===== config.mk =====
export PLATFORM = sky130hd
export DESIGN_NAME = bb3_window
export DESIGN_NICKNAME = d
export VERILOG_FILES = /design/src/hdl/bb3_pkg.sv /design/src/hdl/bb3_window.sv
export SDC_FILE = /design/constraint.sdc
export NUM_CORES = 1
export LEC_CHECK = 0
export ABC_AREA = 1
export ABC_CLOCK_PERIOD_IN_PS = 8550
export BUFFER_PORTS_ARGS = -buffer_cell sky130_fd_sc_hd__buf_4
export CAP_MARGIN = 20
export CORE_UTILIZATION = 45
export DETAILED_ROUTE_END_ITERATION = 8
export PLACE_DENSITY = 0.66
export RECOVER_POWER = 100
export REMOVE_ABC_BUFFERS = 1
export SLEW_MARGIN = 15
export SYNTH_ARGS = -nofsm -noshare
export SYNTH_HDL_FRONTEND = slang
export SYNTH_SLANG_ARGS = --single-unit
export TNS_END_PERCENT = 20

===== constraint.sdc =====
create_clock -name clk_i -period 8.55 [get_ports clk_i]
set_clock_uncertainty 0.1 [all_clocks]
set_input_delay 1.71 -clock clk_i [delete_from_list [all_inputs] [get_ports clk_i]]
set_output_delay 1.71 -clock clk_i [all_outputs]
set_load 0.03 [all_outputs]

===== src/hdl/bb3_pkg.sv =====
package bb3_pkg;

  localparam int unsigned CFG_W      = 11;
  localparam int unsigned MAX_HEIGHT = 1024;
  localparam int unsigned DIM_RESET  = 800;
  localparam int unsigned DIM_MIN    = 3;

  localparam int unsigned PIX_W   = 32;
  localparam int unsigned COORD_W = 10;
  localparam int unsigned ROW_W   = 10;
  localparam int unsigned SUM_W   = 12;

  // floor(s * 11 / 100) == (s * 57673) >> 19 for all s <= 2295
  localparam int unsigned RECIP  = 57673;
  localparam int unsigned SHIFT  = 19;
  localparam int unsigned PROD_W = 28;

  localparam int unsigned FIFO_DEPTH = 16;
  localparam int unsigned FIFO_AW    = 4;
  localparam int unsigned FIFO_CW    = 5;
  localparam int unsigned RES_MAX    = 3;

  typedef enum logic [0:0] {
    CFG_FRAME_WIDTH  = 1'b0,
    CFG_FRAME_HEIGHT = 1'b1
  } cfg_idx_e;

  typedef struct packed {
    logic               run_last;
    logic               frame_last;
    logic [ROW_W-1:0]   row;
    logic [COORD_W-1:0] col;
    logic [7:0]         ch3;
    logic [7:0]         ch2;
    logic [7:0]         ch1;
    logic [7:0]         ch0;
  } res_t;

  typedef struct packed {
    logic [SUM_W-1:0] sum2;
    logic [SUM_W-1:0] sum1;
    logic [SUM_W-1:0] sum0;
    logic [PIX_W-1:0] center;
  } win_t;

  function automatic logic [7:0] blur_scale(logic [SUM_W-1:0] s);
    logic [PROD_W-1:0] p;
    p = PROD_W'(s) * PROD_W'(RECIP);
    return p[SHIFT+7:SHIFT];
  endfunction

endpackage


===== src/hdl/bb3_window.sv =====
// Six-pixel window (two previous columns) plus the incoming column.
module bb3_window (
  input  logic                   clk_i,
  input  logic                   rst_ni,
  input  logic                   shift_i,
  input  logic [31:0]            a_i,
  input  logic [31:0]            b_i,
  input  logic [31:0]            pix_i,
  output bb3_pkg::win_t          win_o
);

  logic [31:0] win_q [6];
  logic [31:0] nine [9];
  logic [bb3_pkg::SUM_W-1:0] sums [3];

  always_ff @(posedge clk_i or negedge rst_ni) begin
    if (!rst_ni) begin
      for (int i = 0; i < 6; i++) begin
        win_q[i] <= '0;
      end
    end else if (shift_i) begin
      win_q[0] <= win_q[3];
      win_q[1] <= win_q[4];
      win_q[2] <= win_q[5];
      win_q[3] <= a_i;
      win_q[4] <= b_i;
      win_q[5] <= pix_i;
    end
  end

  always_comb begin
    for (int i = 0; i < 6; i++) begin
      nine[i] = win_q[i];
    end
    nine[6] = a_i;
    nine[7] = b_i;
    nine[8] = pix_i;
    for (int ch = 0; ch < 3; ch++) begin
      sums[ch] = '0;
      for (int k = 0; k < 9; k++) begin
        sums[ch] = sums[ch] + bb3_pkg::SUM_W'(nine[k][8*ch +: 8]);
      end
    end
  end

  assign win_o.sum0   = sums[0];
  assign win_o.sum1   = sums[1];
  assign win_o.sum2   = sums[2];
  assign win_o.center = win_q[4];

endmodule


* Word-level counts from Yosys, hierarchy flattened
Index checks and enable logic that the tools add are counted.
Cells by class: add/sub/neg operators 24
Operator list (number):
- $add A12 B8 Y12 | 12
- $add A11 B8 Y12 | 3
- $add A10 B8 Y11 | 3
- $add A9 B8 Y10 | 3
- $add A8 B8 Y9 | 3
Word-level totals: output and inout port bits 68, register bits after elaboration 152, word-level logic and storage cells 30, input port bits 99

* Depth between registers and ports, before layout
depth in word-level cells 8, depth in mapped cells 18, gate-level depth less buffers 18

* Least setup slack after synthesis
Ideal clock, no wire load.
path type input to output, start input port a_i[10], end output port win_o[50] (netlist bit), stages 16, required time 6.740 ns, setup slack 1.569 ns, arrival time 5.171 ns, buffers on the path 0, cells stage by stage inv_1 -> fa_1 -> inv_1 -> fa_1 -> fa_1 -> inv_1 -> fa_1 -> inv_1 -> ha_1 -> inv_1 -> fa_1 -> inv_1 -> nand2_1 -> nand2_1 -> nand2_1 -> xnor2_1
RTL lines:
- start, declared | RTL line bb3_window.sv:6 | input logic [31:0] a_i,
- end, declared | RTL line bb3_window.sv:9 | output bb3_pkg::win_t win_o

==> results.json <==
{
  "crit_path_max_fanout": 3,
  "seq_area_frac_synth_pct": 33.4,
  "syn_area_per_cell_um2": 9.69,
  "via_per_inst": 4.45,
  "ys.flop_type": "dfrtp_1",
  "gp_congestion": 0.813,
  "io_pins": 167,
  "postCtsSetupBuffers": 0,
  "cts_buffers": 17,
  "yosys_register_bits": 152,
  "synth_commonest_cells": "323 x inv_1, 162 x fa_1, 152 x dfrtp_1",
  "vias": 7220,
  "finalSetupViolCount": 0,
  "drive_above_1_share_pct": 11.1,
  "initial_core_util_pct": 46.3,
  "drt_drc_violations_left": 0,
  "startpoint": "a_i[18]",
  "worst_pin_slew_ns": 4.30,
  "reg2reg_from": "win_o[16]",
  "clk_pin_slew_ns": 0.06,
  "grt_remaining_overflow": 0,
  "max_freq_ghz": 0.137,
  "rsz0062_at_grt": "false",
  "cts_tree": "yes",
  "reg2reg_depth": 2,
  "synth_top_area_share_pct": 33.4,
  "post_drt_wl_per_cell_um": 12.1,
  "hold_viol": 0,
  "dieArea_um2": 26000,
  "htree_levels": 4,
  "drv_cap": 2,
  "clockBufferDepth": 2,
  "clock_sinks": 152,
  "layout.nets": 1584,
  "syn2layout_area_growth_pct": 11.8,
  "status": "complete, but fails checks",
  "drt_first_pass_iters": 4,
  "drt_iter0_drc": 337,
  "io_buffers": 150,
  "design.core.area_um2": 24600,
  "synth_edf_count": 0,
  "yosysMostFrequentCell": "inv_1",
  "worstPathRequired_ns": 6.74,
  "ys.warnings.count": 0,
  "fin_setup_tns_ns": 0,
  "hold_class": "flop to flop",
  "grt_use_total_pct": 16.6,
  "violations": "capacitance limit, slew limit",
  "holdPathEnd": "win_o[30]",
  "dieWidth_um": 161,
  "rows": 57,
  "synth_area_um2": 11400,
  "cts_root_buffer": "clkbuf_16",
  "yosys-top-cells-area": "dfrtp_1 33%, fa_1 28%, inv_1 11%, nand2_1 4.9%, ha_1 4.3%",
  "r2r-end": "win_o[16]",
  "grt_max_degree": 165,
  "reg2reg_slack_ns": 7.52,
  "post-route-period-util_pct": 85.2,
  "cts_hold_buf": 0,
  "synth_async_sr_flop_share_pct": 100,
  "fin_crit_ns": 7.28,
  "die_height_um": 161,
  "end_kind": "output pin",
  "synth_top_area_cell": "dfrtp_1",
  "place_hpwl_um": 15600,
  "syn-instance-count": 1175,
  "insertion_delay_ns": 0.41,
  "antenna_found_initial": 0,
  "final_max_slew_viol_count": 188,
  "cp-start-kind": "input port",
  "arrival_ns": 5.47,
  "drtAntennaViolNets": 0,
  "critical_path_class": "input port to output pin",
  "synth_cell_type_count": 19,
  "maxSlewHeadroom_pct": -186,
  "drt_wl_total_um": 19600,
  "grt_pass1_wl_um": 34500,
  "ctsResizeCount": 0,
  "hold_path_depth": 1,
  "grt_pass1_vias": 7517,
  "diodes": 0,
  "hold_start": "win_o[30]"
}
## cell type report
type	count	area, um2
clock buffer	21	450
fill	2378	11900
multi-input combinational	637	5850
timing repair buffer	153	886
clock inverter	11	124
inverter	323	1210
sequential	152	3800
tap	324	405
## flip-flops by register name, summed over array words and instances (netlist names)
| register | flops |
|---|---|
| nine | 120 |
| win_o | 32 |
## worst max-delay path, cell delays in order
cell and delay (ns):
buf_4 0.08, inv_1 0.06, fa_1 0.53, inv_1 0.05, fa_1 0.44, fa_1 0.48, inv_1 0.05, fa_1 0.47
inv_1 0.04, ha_1 0.23, fa_1 0.47, nand2_1 0.08, nand2_1 0.12, nand3_1 0.14, nand3_1 0.08, nand2_1 0.11
clkbuf_1 0.32
## worst max path at each step
| stage | slack [ns] | to | cells after the start |
|---|---|---|---|
| after CTS | 1.39 | win_o[66] | 18 |
| final | 1.27 | win_o[66] | 17 |
| after global routing | 0.85 | nine[208] | 3 |
| after floorplan | 1.57 | win_o[50] | 16 |
| after detailed placement | 1.40 | win_o[66] | 18 |
| after global placement | 1.41 | win_o[66] | 18 |
## cell families after synthesis
logic type	Yosys count	synth area share (%)
buffers and inverters	386	15.2
and+or+nand+nor	263	9.18
adders and majority gates	201	32.8
DFF	152	33.4
AOI/OAI and AO/OA	136	5.98
muxes	28	2.77
xor gates and xnor gates	9	0.692
## per-layer routing
layer / vias up / routed length, um / part of all wire, % / GRT usage, %
met4: 0 / 259 / 1.3 / 4.80
met5: - / 0 / 0 / 0
met3: 14 / 519 / 2.6 / 2.93
li1: 3634 / - / - / -
met1: 3471 / 9100 / 46 / 22.5
met2: 101 / 9740 / 50 / 27.5
## cells in the final DEF, fill, tap and decap left out, drive strengths merged
cell	n
nand3b	5
xnor2	7
buf	80
clkinvlp	3
nor2	83
o21ai	55
nor3	3
bufinv	2
clkinv	5
ha	39
dfrtp	152
inv	324
clkbuf	94
nand2	148
xor2	2
a21oi	81
nand3	19
mux2	28
or2	5
fa	162
## metrics by stage
stage | area, um2 | util, % | hold WS, ns | instances | setup WS (ns)
after floorplan | 10900 | - | 0.396 | 1112 | 1.57
after global placement | 12400 | 50.5 | 0.390 | 1588 | 1.41
after detailed placement | 12400 | 50.5 | 0.396 | 1588 | 1.40
after CTS | 13000 | 52.8 | 0.412 | 1620 | 1.39
after global routing | 12700 | 51.8 | 0.418 | 1621 | 0.850
final | 12700 | 51.8 | 0.403 | 1621 | 1.27
Power is left out: the tool's default activity adds up to more than one toggle a clock period on the data nets, which glitch-free logic cannot reach.
