File: src/hdl/bb3_pkg.sv
package bb3_pkg;

  localparam int unsigned CFG_W      = 11;
  localparam int unsigned MAX_HEIGHT = 1024;
  localparam int unsigned DIM_RESET  = 800;
  localparam int unsigned DIM_MIN    = 3;

  localparam int unsigned PIX_W   = 32;
  localparam int unsigned COORD_W = 10;
  localparam int unsigned ROW_W   = 10;
  localparam int unsigned SUM_W   = 12;

  // floor(s * 11 / 100) == (s * 57673) >> 19 for all s <= 2295
  localparam int unsigned RECIP  = 57673;
  localparam int unsigned SHIFT  = 19;
  localparam int unsigned PROD_W = 28;

  localparam int unsigned FIFO_DEPTH = 16;
  localparam int unsigned FIFO_AW    = 4;
  localparam int unsigned FIFO_CW    = 5;
  localparam int unsigned RES_MAX    = 3;

  typedef enum logic [0:0] {
    CFG_FRAME_WIDTH  = 1'b0,
    CFG_FRAME_HEIGHT = 1'b1
  } cfg_idx_e;

  typedef struct packed {
    logic               run_last;
    logic               frame_last;
    logic [ROW_W-1:0]   row;
    logic [COORD_W-1:0] col;
    logic [7:0]         ch3;
    logic [7:0]         ch2;
    logic [7:0]         ch1;
    logic [7:0]         ch0;
  } res_t;

  typedef struct packed {
    logic [SUM_W-1:0] sum2;
    logic [SUM_W-1:0] sum1;
    logic [SUM_W-1:0] sum0;
    logic [PIX_W-1:0] center;
  } win_t;

  function automatic logic [7:0] blur_scale(logic [SUM_W-1:0] s);
    logic [PROD_W-1:0] p;
    p = PROD_W'(s) * PROD_W'(RECIP);
    return p[SHIFT+7:SHIFT];
  endfunction

endpackage

File: src/hdl/bb3_out_fifo.sv
// Result queue: up to three pushes per cycle, one pop.
module bb3_out_fifo (
  input  logic                          clk_i,
  input  logic                          rst_ni,
  input  logic [bb3_pkg::RES_MAX-1:0]   push_i,
  input  bb3_pkg::res_t                 push_data_i [bb3_pkg::RES_MAX],
  input  logic                          pop_i,
  output bb3_pkg::res_t                 head_o,
  output logic                          valid_o,
  output logic [bb3_pkg::FIFO_CW-1:0]   count_o
);

  bb3_pkg::res_t mem [bb3_pkg::FIFO_DEPTH];

  logic [bb3_pkg::FIFO_AW-1:0] head_q, head_d, tail_q, tail_d;
  logic [bb3_pkg::FIFO_CW-1:0] count_q, count_d;
  logic [bb3_pkg::FIFO_AW-1:0] addr1, addr2;
  logic [1:0]                  n_push;

  assign n_push = 2'(push_i[0]) + 2'(push_i[1]) + 2'(push_i[2]);
  assign addr1  = tail_q + bb3_pkg::FIFO_AW'(push_i[0]);
  assign addr2  = addr1 + bb3_pkg::FIFO_AW'(push_i[1]);

  always_comb begin
    tail_d  = tail_q + bb3_pkg::FIFO_AW'(n_push);
    head_d  = head_q + bb3_pkg::FIFO_AW'(pop_i);
    count_d = count_q + bb3_pkg::FIFO_CW'(n_push) - bb3_pkg::FIFO_CW'(pop_i);
  end

  always_ff @(posedge clk_i or negedge rst_ni) begin
    if (!rst_ni) begin
      head_q  <= '0;
      tail_q  <= '0;
      count_q <= '0;
    end else begin
      head_q  <= head_d;
      tail_q  <= tail_d;
      count_q <= count_d;
    end
  end

  always_ff @(posedge clk_i) begin
    if (push_i[0]) begin
      mem[tail_q] <= push_data_i[0];
    end
    if (push_i[1]) begin
      mem[addr1] <= push_data_i[1];
    end
    if (push_i[2]) begin
      mem[addr2] <= push_data_i[2];
    end
  end

  assign head_o  = mem[head_q];
  assign valid_o = (count_q != '0);
  assign count_o = count_q;

endmodule

File: config.mk
export PLATFORM = sky130hd
export DESIGN_NAME = bb3_out_fifo
export DESIGN_NICKNAME = d
export VERILOG_FILES = /design/src/hdl/bb3_pkg.sv /design/src/hdl/bb3_out_fifo.sv
export SDC_FILE = /design/constraint.sdc
export NUM_CORES = 2
export LEC_CHECK = 0
export BUFFER_PORTS_ARGS = -buffer_cell sky130_fd_sc_hd__buf_2
export CAP_MARGIN = 20
export CELL_PAD_IN_SITES_DETAIL_PLACEMENT = 0
export CELL_PAD_IN_SITES_GLOBAL_PLACEMENT = 1
export CORE_MARGIN = 2
export CORE_UTILIZATION = 57
export CTS_CLUSTER_DIAMETER = 60
export DETAILED_ROUTE_END_ITERATION = 10
export PLACE_DENSITY = 0.94
export SLEW_MARGIN = 25
export SYNTH_ARGS = -nofsm -noshare
export SYNTH_HDL_FRONTEND = slang
export SYNTH_SLANG_ARGS = --single-unit
export TNS_END_PERCENT = 30
File: constraint.sdc
create_clock -name clk_i -period 8.5 [get_ports clk_i]
set_input_delay 2.55 -clock clk_i [delete_from_list [all_inputs] [get_ports clk_i]]
set_output_delay 2.55 -clock clk_i [all_outputs]
set_load 0.05 [all_outputs]
# Yosys cells after proc, flatten, opt, wreduce, memory -nomap -nowiden
# Memories as Yosys holds them, arrays and structs flattened.
# Index checks and enable logic that the tools add are counted.
# op_classes
addsub,8
muxes,6
reduce_logical,1
# ops
operator,count
$add 4x1->4,3
$mux 1,6
$add 5x2->5,1
$reduce_bool 5->1,1
$sub 5x1->5,1
$add 4x2->4,1
$add 1x1->2,1
$add 2x1->2,1
# totals
ff_bits,13
mem_bits_rw,864
output_inout_bits,60
elab_cells,19
mem_count,1
# mem_list
name,depth,width,rd,rd_clocked_by_memory_dff,wr,line,text
mem,16,54,1,0,3,bb3_out_fifo.sv:13,bb3_pkg::res_t mem [bb3_pkg::FIFO_DEPTH];

# Depth between registers and ports, before layout
# logic_depth
depth_word,4
depth_mapped,12
mapped_depth_nobuf,12

# Worst setup path after synthesis
# OpenSTA, ideal clock, no wires.
# synth_path
path_kind,input port to flip-flop
from,input push_i[0] (netlist name)
to,memory mem[4][0] (netlist name) (enable)
setup_time_ns,0.759
t_arrival_ns,5.471
setup_slack_ns,2.270
cell_stages,9
cell_sequence,ha_1 ha_1 buf_4 nor2b_1 a211o_1 clkbuf_1 nand3_1 clkbuf_1 nand3_1
# synth_lines
element,line,text
from (decl),bb3_out_fifo.sv:5,"input logic [bb3_pkg::RES_MAX-1:0] push_i,"
to (decl),bb3_out_fifo.sv:13,

==> impl_metrics.yaml <==
outcome:
  outcome: "completed"
sta:
  rsz0062_at_grt: "false"
  period_share_pct: 74.2
  setup-tns-final_ns: 0
  drv_slew: 0
  worst_pin_slew_ns: 1.24
  timing.hold.ws_ns: 0.557
  clock_skew_ns: 0.0305
  min_period_ns: 6.31
  fmax_ghz: 0.159
  hold_viol_final: 0
  slew_headroom_pct: 17.6
  setup_viol: 0
worst_setup_path:
  rr_startpoint: "tail_q[0]$_DFF_PN0_"
  cp_data_required_time_ns: 5.95
  cp_max_fo: 72
  path_class: "reg -> out"
  start_kind: "flip-flop"
  cp.arrival_ns: 3.76
  end_kind: "primary output"
  cp-startpoint: "head_q[0]$_DFF_PN0_"
routing:
  firstDrtPassIters: 6
  drt_iter0_drc: 7457
  via_count: 41400
  ant_nets: 0
  wl_per_cell_um: 37.2
  via_per_inst: 7.89
  wirelength_um: 195000
  drcViolationCount: 0
grt:
  grt_pass1_wl_um: 281000
  overflow: 0
  grt_usage_pct: 39.5
  antenna_found_initial: 25
  grt_max_degree: 161
  grt_pass1_vias: 41000
synthesis:
  syn_area_mm2: 0.0539
  synth_edf_count: 864
  synth_top_area_share_pct: 48.1
  ys_seq_area_share_pct: 48.7
  synth.distinct_cells: 45
  syn_nets: 4197
  yosys.area.top_type: "edfxtp_1"
  synthTopCellsByArea: "edfxtp_1, mux2_2, o2bb2ai_1, mux4_2, nand2_1"
  synth_ff_type: "edfxtp_1"
  syn_inst: 4011
  async_reset_ff_share_pct: 1.48
  ys_ff_latch: 877
  yosys-top-cells-count: "edfxtp_1, o2bb2ai_1, mux2_2"
  yosysWarnings: 0
  yosysMostFrequentCell: "edfxtp_1"
  syn_avg_cell_area_um2: 13.4
clock_tree:
  cts_tree: "yes"
  cts-root-buf: "clkbuf_16"
  clock_path_buffers: 3
  postCtsHoldBufs: 0
  post_cts_buffers: 0
  clkLatencyLatePin_ns: 0.71
  clk_transition_reported_paths_ns: 0.06
  cts_resized: 0
  cts-buffers-inserted: 101
  htree_levels: 3
  clock_sinks: 877
placement:
  dp_hpwl_um: 103000
  globalplace.congestion: 0.862
  port_buffers: 227
floorplan:
  chipWidth_um: 312
  core_area_mm2: 0.0936
  dieArea_mm2: 0.0971
  start_util_pct: 57.6
  die_h_um: 312
  rows: 112
  ios: 228
final_layout:
  layout-drive-gt1-share_pct: 37.8
  nets: 4074
  syn_to_final_growth_pct: 9.23
worst_hold_path:
  worstHoldStart: "count_o[0]$_DFF_PN0_"
  hold_path.class: "reg -> reg"
power:
  p_leak_nw: 19.1
  peakVddDrop_mv: 0.561
  p_per_area_mw_per_mm2: 428
job:
  cap_viol_max_count: 0
-- area by class of cell --
type | instances | area, um^2
fillers | 7033 | 34700
flip-flops and latches | 877 | 26300
multi-input cells | 2586 | 25800
clock buffers | 126 | 2640
repair buffers | 306 | 1930
well taps | 1254 | 1570
clock inverters | 59 | 588
diodes | 25 | 62.6
inverters | 16 | 60.1
-- where the power goes --
| group | switching, W | internal, W |
|---|---|---|
| registers | 0.000687 | 0.00712 |
| clock network | 0.00189 | 0.00248 |
| logic | 0.00872 | 0.00433 |
-- final timing paths --
kind,end,slack [ns],depth (start not counted)
max in group asynchronous,head_q[3]$_DFF_PN0_,6.50,1
max reg2reg,mem[0][2]$_DFFE_PP_,3.67,8
max,head_o[18],2.19,4
min reg2reg,count_o[0]$_DFF_PN0_,0.56,1
min,count_o[0]$_DFF_PN0_,0.56,1
min in group asynchronous,count_o[4]$_DFF_PN0_,1.72,1
-- registers in the layout, summed over array words and instances (netlist names) --
register	count
count_o	5
head_q	4
mem	864
tail_q	4
-- layer usage --
metal / GRT usage (%) / part of all wire [%]
met3: 10.5 / 15
met1: 51.0 / 33
met5: 0 / 0.017
met2: 59.9 / 44
met4: 24.0 / 7.3
-- critical path, cell delays in order (launching register included) --
cell and delay (ns):
dfrtp_4 0.96, buf_12 0.50, mux4_2 0.64, mux4_2 0.52, buf_2 0.23
-- kinds of logic after synthesis --
kind of cell | count (synthesis) | share of synthesized area, %
AOI/OAI and AO/OA | 866 | 13.5
DFF | 877 | 48.7
muxes | 1048 | 27.6
xor gates and xnor gates | 13 | 0.260
adders and majority gates | 18 | 0.459
buffers and inverters | 548 | 4.55
and+or+nand+nor | 641 | 4.96
-- layout by cell type (no fill, tap or decap), types with 14 or more instances in the layout --
master / instances
edfxtp_1: 864
o2bb2ai_1: 738
mux2_2: 713
nand2_1: 448
mux4_2: 270
buf_2: 227
nor3_1: 108
a31oi_1: 108
clkbuf_16: 102
buf_4: 62
mux2_1: 61
diode_2: 25
nand3_4: 24
clkbuf_1: 24
clkinv_1: 23
inv_1: 15
ha_1: 15
nor2_1: 14
-- through the flow --
step	setup WS, ns	std cells	instance area [um^2]	total power (W)	util [%]
after floorplan	2.27	4011	53900	0.0162	-
after global placement	1.69	5036	55500	0.0201	59.3
after detailed placement	1.76	5038	55600	0.0204	59.4
after CTS	2.17	5223	58800	0.0248	62.8
after global routing	2.04	5231	58900	0.0257	62.9
final	2.19	5249	58900	0.0252	62.9
No activity file was read; power rests on OpenSTA's default activity.
